[config.mk]
export PLATFORM = sky130hd
export DESIGN_NAME = spi_slave_hex_message_router_top_flat
export DESIGN_NICKNAME = d
export VERILOG_FILES = /design/src/shmr_pkg.sv /design/src/shmr_if.sv /design/src/shmr_step.sv /design/src/spi_slave_hex_message_router_top.sv /design/src/flat_wrapper.sv
export SDC_FILE = /design/constraint.sdc
export NUM_CORES = 1
export LEC_CHECK = 0
export ABC_AREA = 1
export BUFFER_PORTS_ARGS = -buffer_cell sky130_fd_sc_hd__buf_4
export CORE_ASPECT_RATIO = 1.4
export CORE_UTILIZATION = 40
export CTS_BUF_LIST = sky130_fd_sc_hd__clkbuf_8
export CTS_CLUSTER_DIAMETER = 40
export DETAILED_ROUTE_END_ITERATION = 10
export GPL_TIMING_DRIVEN = 1
export SLEW_MARGIN = 20
export SYNTH_ARGS = -nofsm -noshare
export SYNTH_HDL_FRONTEND = slang
export SYNTH_SLANG_ARGS = --single-unit
[constraint.sdc]
create_clock -name clk -period 2.3 [get_ports clk]
set_input_delay 0.23 -clock clk [delete_from_list [all_inputs] [get_ports clk]]
set_output_delay 0.23 -clock clk [all_outputs]
set_load 0.02 [all_outputs]
[src/shmr_pkg.sv]
`default_nettype none

package shmr_pkg;

	// Characters that steer the message router.
	localparam logic [7:0] CH_NUL          = 8'h00;
	localparam logic [7:0] CH_END          = 8'h3A;  // ':'
	localparam logic [7:0] CH_TO_UART      = 8'h75;  // 'u'
	localparam logic [7:0] CH_TO_CTRL      = 8'h6C;  // 'l'
	localparam logic [7:0] HEX_ALPHA_LIMIT = 8'h40;
	localparam logic [3:0] HEX_ALPHA_ADJ   = 4'd9;

	// Number of turnaround transfers ignored after a transmit burst ends.
	localparam logic [1:0] TURNAROUND_LEN  = 2'd2;

	// One completed SPI transfer.
	typedef struct packed {
		logic [7:0] rx_byte;
		logic       queue_has_byte;
		logic [7:0] queue_head;
	} shmr_item_t;

	// What one transfer causes.
	typedef struct packed {
		logic       reply_valid;
		logic [7:0] reply_byte;
		logic       queue_pop;
		logic       ctrl_push;
		logic [7:0] ctrl_byte;
		logic       uart_push;
		logic [7:0] uart_byte;
		logic       message_done;
	} shmr_result_t;

	// Router state carried from one transfer to the next.
	typedef struct packed {
		logic [1:0] idle_left;
		logic       sending;
		logic       second_char;
		logic       to_uart;
		logic [7:0] held_char;
	} shmr_state_t;

	// Hex character value. Letters above 0x40 get 9 added, which may carry
	// into a fifth bit; that bit is kept since it reaches the low nibble's OR.
	function automatic logic [4:0] nibble_of(input logic [7:0] c);
		logic [4:0] v;
		v = {1'b0, c[3:0]};
		if (c > HEX_ALPHA_LIMIT) begin
			v = v + {1'b0, HEX_ALPHA_ADJ};
		end
		return v;
	endfunction

	// Byte from a high and a low hex character, truncated to eight bits.
	function automatic logic [7:0] decode_pair(input logic [7:0] hi, input logic [7:0] lo);
		logic [4:0] nh;
		logic [4:0] nl;
		nh = nibble_of(hi);
		nl = nibble_of(lo);
		return {nh[3:0], 4'b0000} | {3'b000, nl};
	endfunction

endpackage

`default_nettype wire

[src/shmr_if.sv]
`default_nettype none

// Channel that carries one completed SPI transfer.
interface shmr_item_if;
	logic       valid;
	logic       ready;
	logic [7:0] rx_byte;
	logic       queue_has_byte;
	logic [7:0] queue_head;

	modport source (output valid, rx_byte, queue_has_byte, queue_head, input ready);
	modport sink   (input valid, rx_byte, queue_has_byte, queue_head, output ready);
endinterface

// Channel that carries the result word of one transfer.
interface shmr_result_if;
	logic       valid;
	logic       ready;
	logic       reply_valid;
	logic [7:0] reply_byte;
	logic       queue_pop;
	logic       ctrl_push;
	logic [7:0] ctrl_byte;
	logic       uart_push;
	logic [7:0] uart_byte;
	logic       message_done;

	modport source (output valid, reply_valid, reply_byte, queue_pop, ctrl_push, ctrl_byte,
		uart_push, uart_byte, message_done, input ready);
	modport sink   (input valid, reply_valid, reply_byte, queue_pop, ctrl_push, ctrl_byte,
		uart_push, uart_byte, message_done, output ready);
endinterface

`default_nettype wire

[src/shmr_step.sv]
`default_nettype none

// Next-state and result logic for one SPI transfer.
module shmr_step (
	input  shmr_pkg::shmr_state_t  cur,
	input  shmr_pkg::shmr_item_t   item,
	output shmr_pkg::shmr_state_t  nxt,
	output shmr_pkg::shmr_result_t res
);
	import shmr_pkg::*;

	always_comb begin
		nxt = cur;
		res = '0;
		if (cur.idle_left != 2'd0) begin
			// Turnaround transfer: count it down and do nothing else.
			nxt.idle_left = cur.idle_left - 2'd1;
		end else if (cur.sending) begin
			// Transmit mode: reply with the queue head, or end the burst.
			res.reply_valid = 1'b1;
			if (item.queue_has_byte) begin
				res.reply_byte = item.queue_head;
				res.queue_pop  = 1'b1;
			end else begin
				nxt.sending   = 1'b0;
				nxt.idle_left = TURNAROUND_LEN;
			end
		end else begin
			// Receive mode: reply 0x00 and sort the received byte.
			res.reply_valid = 1'b1;
			case (item.rx_byte)
				CH_NUL: begin
					nxt.sending     = 1'b1;
					nxt.second_char = 1'b0;
					nxt.to_uart     = 1'b0;
				end
				CH_END: begin
					if (cur.to_uart) begin
						nxt.to_uart = 1'b0;
					end else begin
						res.ctrl_push    = 1'b1;
						res.ctrl_byte    = item.rx_byte;
						res.message_done = 1'b1;
					end
				end
				CH_TO_UART: begin
					nxt.to_uart = 1'b1;
				end
				CH_TO_CTRL: begin
					nxt.to_uart = 1'b0;
				end
				default: begin
					if (cur.to_uart) begin
						if (cur.second_char) begin
							res.uart_push = 1'b1;
							res.uart_byte = decode_pair(cur.held_char, item.rx_byte);
						end else begin
							nxt.held_char = item.rx_byte;
						end
						nxt.second_char = ~cur.second_char;
					end else begin
						res.ctrl_push = 1'b1;
						res.ctrl_byte = item.rx_byte;
					end
				end
			endcase
		end
	end

endmodule

`default_nettype wire

[src/spi_slave_hex_message_router_top.sv]
`default_nettype none

// SPI slave message router. Each input word is one completed SPI byte
// transfer; each yields exactly one result word, in order. A transfer is
// registered, evaluated combinationally against the router state and the
// result held in an output register, so the block takes one transfer per
// clock cycle while the result register is not stalled; the router state
// updates with each evaluated transfer. A stalled result register holds the
// stage behind it, and the input stays ready while a waiting result is taken.
module spi_slave_hex_message_router_top (
	input  wire logic      clk,
	input  wire logic      arst_n,
	shmr_item_if.sink      item,
	shmr_result_if.source  result
);
	import shmr_pkg::*;

	logic         valid_s1;
	shmr_item_t   item_s1;
	logic         out_valid_q;
	shmr_result_t out_q;
	shmr_state_t  state_q;
	shmr_state_t  state_nxt;
	shmr_result_t res_nxt;
	logic         adv_s1;
	logic         take_in;

	// The evaluate stage moves on when the result register is free or drains.
	assign adv_s1     = !out_valid_q || result.ready;
	assign item.ready = !valid_s1 || adv_s1;
	assign take_in    = item.valid && item.ready;

	// Input register.
	always_ff @(posedge clk or negedge arst_n) begin
		if (!arst_n) begin
			valid_s1 <= 1'b0;
		end else if (item.ready) begin
			valid_s1 <= item.valid;
		end
	end

	always_ff @(posedge clk) begin
		if (take_in) begin
			item_s1 <= '{rx_byte: item.rx_byte, queue_has_byte: item.queue_has_byte,
				queue_head: item.queue_head};
		end
	end

	shmr_step u_step (
		.cur  (state_q),
		.item (item_s1),
		.nxt  (state_nxt),
		.res  (res_nxt)
	);

	// Router state advances once per evaluated transfer.
	always_ff @(posedge clk or negedge arst_n) begin
		if (!arst_n) begin
			state_q <= '0;
		end else if (valid_s1 && adv_s1) begin
			state_q <= state_nxt;
		end
	end

	// Result register.
	always_ff @(posedge clk or negedge arst_n) begin
		if (!arst_n) begin
			out_valid_q <= 1'b0;
		end else if (adv_s1) begin
			out_valid_q <= valid_s1;
		end
	end

	always_ff @(posedge clk) begin
		if (valid_s1 && adv_s1) begin
			out_q <= res_nxt;
		end
	end

	assign result.valid        = out_valid_q;
	assign result.reply_valid  = out_q.reply_valid;
	assign result.reply_byte   = out_q.reply_byte;
	assign result.queue_pop    = out_q.queue_pop;
	assign result.ctrl_push    = out_q.ctrl_push;
	assign result.ctrl_byte    = out_q.ctrl_byte;
	assign result.uart_push    = out_q.uart_push;
	assign result.uart_byte    = out_q.uart_byte;
	assign result.message_done = out_q.message_done;

endmodule

`default_nettype wire

[src/flat_wrapper.sv]
// flat-port wrapper written by rule: the top's interface ports become plain ports
module spi_slave_hex_message_router_top_flat import shmr_pkg::*;
  (clk, arst_n, item_valid, item_rx_byte, item_queue_has_byte, item_queue_head, item_ready, result_valid, result_reply_valid, result_reply_byte, result_queue_pop, result_ctrl_push, result_ctrl_byte, result_uart_push, result_uart_byte, result_message_done, result_ready);
  shmr_item_if item_i ();
  shmr_result_if result_i ();
  input  wire logic clk;
  input  wire logic arst_n;
  input wire logic [$bits(item_i.valid)-1:0] item_valid;
  input wire logic [$bits(item_i.rx_byte)-1:0] item_rx_byte;
  input wire logic [$bits(item_i.queue_has_byte)-1:0] item_queue_has_byte;
  input wire logic [$bits(item_i.queue_head)-1:0] item_queue_head;
  output wire logic [$bits(item_i.ready)-1:0] item_ready;
  output wire logic [$bits(result_i.valid)-1:0] result_valid;
  output wire logic [$bits(result_i.reply_valid)-1:0] result_reply_valid;
  output wire logic [$bits(result_i.reply_byte)-1:0] result_reply_byte;
  output wire logic [$bits(result_i.queue_pop)-1:0] result_queue_pop;
  output wire logic [$bits(result_i.ctrl_push)-1:0] result_ctrl_push;
  output wire logic [$bits(result_i.ctrl_byte)-1:0] result_ctrl_byte;
  output wire logic [$bits(result_i.uart_push)-1:0] result_uart_push;
  output wire logic [$bits(result_i.uart_byte)-1:0] result_uart_byte;
  output wire logic [$bits(result_i.message_done)-1:0] result_message_done;
  input wire logic [$bits(result_i.ready)-1:0] result_ready;
  assign item_i.valid = item_valid;
  assign item_i.rx_byte = item_rx_byte;
  assign item_i.queue_has_byte = item_queue_has_byte;
  assign item_i.queue_head = item_queue_head;
  assign item_ready = item_i.ready;
  assign result_valid = result_i.valid;
  assign result_reply_valid = result_i.reply_valid;
  assign result_reply_byte = result_i.reply_byte;
  assign result_queue_pop = result_i.queue_pop;
  assign result_ctrl_push = result_i.ctrl_push;
  assign result_ctrl_byte = result_i.ctrl_byte;
  assign result_uart_push = result_i.uart_push;
  assign result_uart_byte = result_i.uart_byte;
  assign result_message_done = result_i.message_done;
  assign result_i.ready = result_ready;
  spi_slave_hex_message_router_top u_core (.clk(clk), .arst_n(arst_n), .item(item_i), .result(result_i));
endmodule
Word-level counts from Yosys, hierarchy flattened --
Cells that the tools add are included.
Word-level totals: bits of input ports 21, output and inout port bits 31, bits in registers 61
Operators by class: mux-type cells 31, equality and inequality tests 4, order comparisons 2, bitwise gates (word level) 9, $add $sub $neg 3, reductions and logical operators 27
Operators with widths (number):
- $mux 9 | 7
- $mux 5 | 6
- $mux 29 | 1
- $mux 4 | 6
- $mux 19 | 1
- $eq 8x7->1 const B | 2
- $gt 8x7->1 const B | 2
- $reduce_or 3->1 | 5
- $eq 8x6->1 const B | 1
- $logic_not 8->1 | 1
- $not 1->1 | 8
- $or 8x5->8 | 1
- $reduce_bool 2->1 | 4
- $reduce_or 8->1 | 1
- $reduce_or 7->1 | 1
- $reduce_and 6->1 | 1
- $reduce_or 6->1 | 1
- $add 4x4->5 const B | 1
- $mux 1 | 5
- $reduce_and 5->1 | 1
- $reduce_or 5->1 | 1
- $add 4x4->4 const B | 1
- $mux 2 | 2
- $pmux 1 s2 | 2
- 11 further kinds | 14

Longest topological paths before layout --
depth after elaboration 13, gate-level depth with buffers 10, depth with buffers taken out 10

By module --
A second synthesis with hierarchy kept.
Second synthesis, totals: cell total of the unflattened synthesis 288, area total of the unflattened synthesis 2877.8 µm²
Modules (own cells, without submodules):
- spi_slave_hex_message_router_top | instances 1, seq. area each 1756.7 µm², cells each 112, area an instance 1983.2 µm²
- shmr_step | instances 1, seq. area each 0.0 µm², cells each 176, area an instance 894.6 µm²

Worst setup path after synthesis --
OpenSTA, ideal clock, no wires.
path type reg-to-reg, start point reg u_core.out_valid_q, in the netlist u_core.result.valid, end point reg u_core.out_q, in the netlist u_core.result.ctrl_byte[0] (enable), data required time 1916 ps, clock period less this slack 1640 ps, cell stages (with the launch flop) 4, path buffers 0, data arrival time 1256 ps, setup slack 660 ps, path through dfrtp_1 -> nand2_2 -> nand2_2 -> inv_1
Between the ends: word-level cells in the longest chain between the ends 3
RTL lines:
- start, declared | line spi_slave_hex_message_router_top.sv:20 | logic out_valid_q;
- start signal, assigned | line spi_slave_hex_message_router_top.sv:70 | out_valid_q <= valid_s1;
- $logic_not 1->1 | line spi_slave_hex_message_router_top.sv:29 | assign adv_s1 = !out_valid_q || result.ready;
- $logic_or 1x1->1 | line spi_slave_hex_message_router_top.sv:29
- $logic_and 1x1->1 | line spi_slave_hex_message_router_top.sv:75 | if (valid_s1 && adv_s1) begin
- end signal, assigned | line spi_slave_hex_message_router_top.sv:76 | out_q <= res_nxt;
- end, declared | line spi_slave_hex_message_router_top.sv:21 | shmr_result_t out_q;
Every way passes these cells. A chain may end at the register's enable or synchronous reset.

Worst setup path after layout --
start point reg u_core.item_s1[9] (netlist name), end point reg u_core.out_q, in the netlist u_core.result.ctrl_byte[1], data pin
Between the ends: word-level cells in the longest chain between the ends 2
RTL lines:
- start, declared | line spi_slave_hex_message_router_top.sv:19 | shmr_item_t item_s1;
- start signal, assigned | line spi_slave_hex_message_router_top.sv:44 | item_s1 <= '{rx_byte: item.rx_byte, queue_has_byte: item.queue_has_byte,
- $eq 8x7->1 or $logic_not 8->1 (tied branches) | line shmr_step.sv:31 | case (item.rx_byte)
- $reduce_or 6->1 (no source line) *
Every way passes the cells marked *; elsewhere a longest branch is shown, timed or not.

==> metrics.txt <==
share of cells above drive strength 1=32.1%; hold buffer count at cts=1; Core Region=6980 um^2; die width=roughly 74 um; die area=7600 um^2; Worst IR Drop VDD=499 uV; Crit path max-delay family=simple AND/OR/NAND/NOR gates; via count=1955; GR Util All Layers=15.3%; Final Cycle Share=78.8%; crit path kind=reg -> reg; post-synthesis simple-gate area fraction=a little over a quarter; antenna cells=0; critical hold path startpoint=item_queue_head[5]; Cells after Synth=between 200 and 300; CTS tree=done; synthesized flop and latch total=around 60; H-tree Lvls=3; Fillers=665; Max Clk Rate=552 MHz; HP Class=in -> reg; CTS clk-pin slew, worst paths=about 0.07 ns; final RePlAce weighted congestion=0.852; Ports=52; worst-path maximum fanout=8; syn_nets=between 300 and 400; Worst-Skew Late Latency=0.34 ns; Initial Util=between 40% and 50%; final worst path period need=1.81 ns; vias in the first global route=1825; WP data required=2.40 ns; Hold Vio Cnt, Final=0; synth unique cells=25; Post-CTS Setup Repair Bufs=0; yosys warns=0; final WL=~5100 um; post-cts sizing count=0; dpl hpwl=3820 um; setup_tns=0 ns; CP cell instances=inv_1, ha_1, nand2_1, nor2_4, nor3_4, inv_2, nor2_2; Hold WS=about 0.061 ns; Synth Cell Area=a little under 3000 um^2; CTS Buf Count=9; crit path launch=u_core.item_s1[9]; CP Buf/Inv Count=2; post-synthesis xor/xnor area fraction=1.21%; largest net degree at the start of global routing=30; Row Count=36; largest family of logic cells by synthesized area=simple AND/OR/NAND/NOR gates; Worst path max stage delay=about 0.47 ns; Syn-to-layout area delta=24.2%; WL/cell=11.7 um; first-pass iteration count of the detailed router=6; Max-Cap Viols=0; FF-to-FF Start=u_core.item_s1[9]; DRT iter0 DRCs=61; Routed Antenna Nets=0; Vias/cell=4.46; GRT overflow=0; initial antenna violation count=0; Final setup viols=0; # DRC=0; Critical Path Source Type=register; sequential element share of the synthesized area=60.6%; multiplexer share of the synthesized area=0%; PortBufs=51; Clock Path Buffers=2; max-slew violation count=0; unrepaired setup endpoints after global routing=false; Synth Area in Adders=between 2 and 3%; Arr. time, crit path=1.91 ns; Power Dens Cells=878 nW/um^2; Nets=365; syn avg cell area=10.5 um^2; post-synthesis compound-gate area fraction=around 2.8%; clock skew=0.00814 ns; Die Y=103 um; status=completed; CTS root buf=clkbuf_8; clk sinks=61; worst-margin pin slew=just under 0.7 ns; CP Capture Type=register; Leak=0.00163 uW; crit path max-delay cell type=edfxtp_1; first-pass GRT wire length=8250 um; Slew headroom=54.9%
[cells in the mapped netlist]
library cell | number | area, um^2
nand2_1 | 68 | 255
edfxtp_1 | 46 | 1380
inv_1 | 37 | 139
nand3_1 | 23 | 115
nor2_1 | 21 | 78.8
dfrtp_1 | 15 | 375
nor2_2 | 14 | 87.6
a21oi_2 | 7 | 61.3
inv_2 | 7 | 26.3
ha_1 | 6 | 75.1
nor2_4 | 5 | 56.3
nand2_2 | 4 | 25.0
xor2_1 | 4 | 35.0
nand3_2 | 3 | 30.0
o21ai_0 | 3 | 15.0
buf_6 | 2 | 22.5
nor3_1 | 2 | 10.0
nor3_4 | 2 | 32.5
a21oi_1 | 1 | 5.00
clkinv_1 | 1 | 3.75
nand3_4 | 1 | 17.5
nand3b_4 | 1 | 20.0
nand4_1 | 1 | 6.26
nor2_8 | 1 | 20.0
or2_2 | 1 | 6.26
[registers in the layout (all words and copies together), names as in the netlist]
register / count
u_core.state_q: 13
u_core.result.ctrl_byte: 8
u_core.result.valid: 1
u_core.item_s1: 17
u_core.result.reply_byte: 8
u_core.result.ctrl_push: 1
u_core.result.message_done: 1
u_core.result.reply_valid: 1
u_core.result.queue_pop: 1
u_core.valid_s1: 1
u_core.result.uart_push: 1
u_core.result.uart_byte: 8
[power by group]
part | internal (uW) | leakage [uW] | total (uW) | switching [uW]
clock | 593 | 0.000103 | 993 | 400
combinational | 253 | 0.000878 | 695 | 442
sequential | 1380 | 0.000654 | 1470 | 91.3
total | 2230 | 0.00163 | 3160 | 934
[kinds of logic after synthesis]
logic type / Yosys count
xor+xnor: 4
flops: 61
simple gates: 147
compound gates: 11
fa+ha+maj: 6
buf+inv: 47
[metrics by stage]
stage,instances,area (um^2),total power [uW],setup WS (ns),utilization [%]
global route,438,3600,3330,0.306,51.6
global placement,421,3390,2190,0.547,48.5
detailed placement,421,3390,2210,0.483,48.5
finish,438,3600,3160,0.488,51.6
floorplan,276,2900,1950,0.660,-
CTS,438,3600,3200,0.461,51.6
[final cells by class]
cell class,instances,area (um^2),area share (%)
Sequential cell,61,1760,48.8
Tap cell,95,119,3.30
Clock inverter,7,80.1,2.22
Inverter,45,169,4.69
Timing Repair Buffer,53,400,11.1
Clock buffer,9,124,3.44
Multi-Input combinational cell,168,952,26.4
[layout by cell type, fill, tap and decap left out, types with 4 or more instances in the layout]
master,instances
a21oi_2,7
buf_4,52
clkbuf_8,9
clkinv_1,5
dfrtp_1,15
edfxtp_1,46
ha_1,6
inv_1,37
inv_2,7
nand2_1,68
nand2_2,4
nand3_1,23
nor2_1,21
nor2_2,14
nor2_4,5
xor2_1,4
[layer usage]
layer | part of all wire, % | routed length, um | up-vias | GRT usage [%]
li1 | - | - | 1011 | -
met1 | 40 | 2070 | 895 | 16.7
met2 | 53 | 2700 | 34 | 25.7
met3 | 3.6 | 186 | 15 | 4.40
met4 | 3.0 | 153 | 0 | 9.62
met5 | 0 | 0 | - | 0
[final timing paths]
path / endpoint / cells past startpoint / slack (ns)
worst max register to register: u_core.result.ctrl_byte[1] / 7 / 0.49
worst min register to register: u_core.state_q[5] / 2 / 0.47
min in group asynchronous: u_core.state_q[12] / 2 / 0.27
max in group asynchronous: u_core.state_q[9] / 2 / 1.84
worst max-delay path: u_core.result.ctrl_byte[1] / 7 / 0.49
worst min-delay path: u_core.item_s1[5] / 1 / 0.06
No activity file was read; power rests on OpenSTA's default activity.
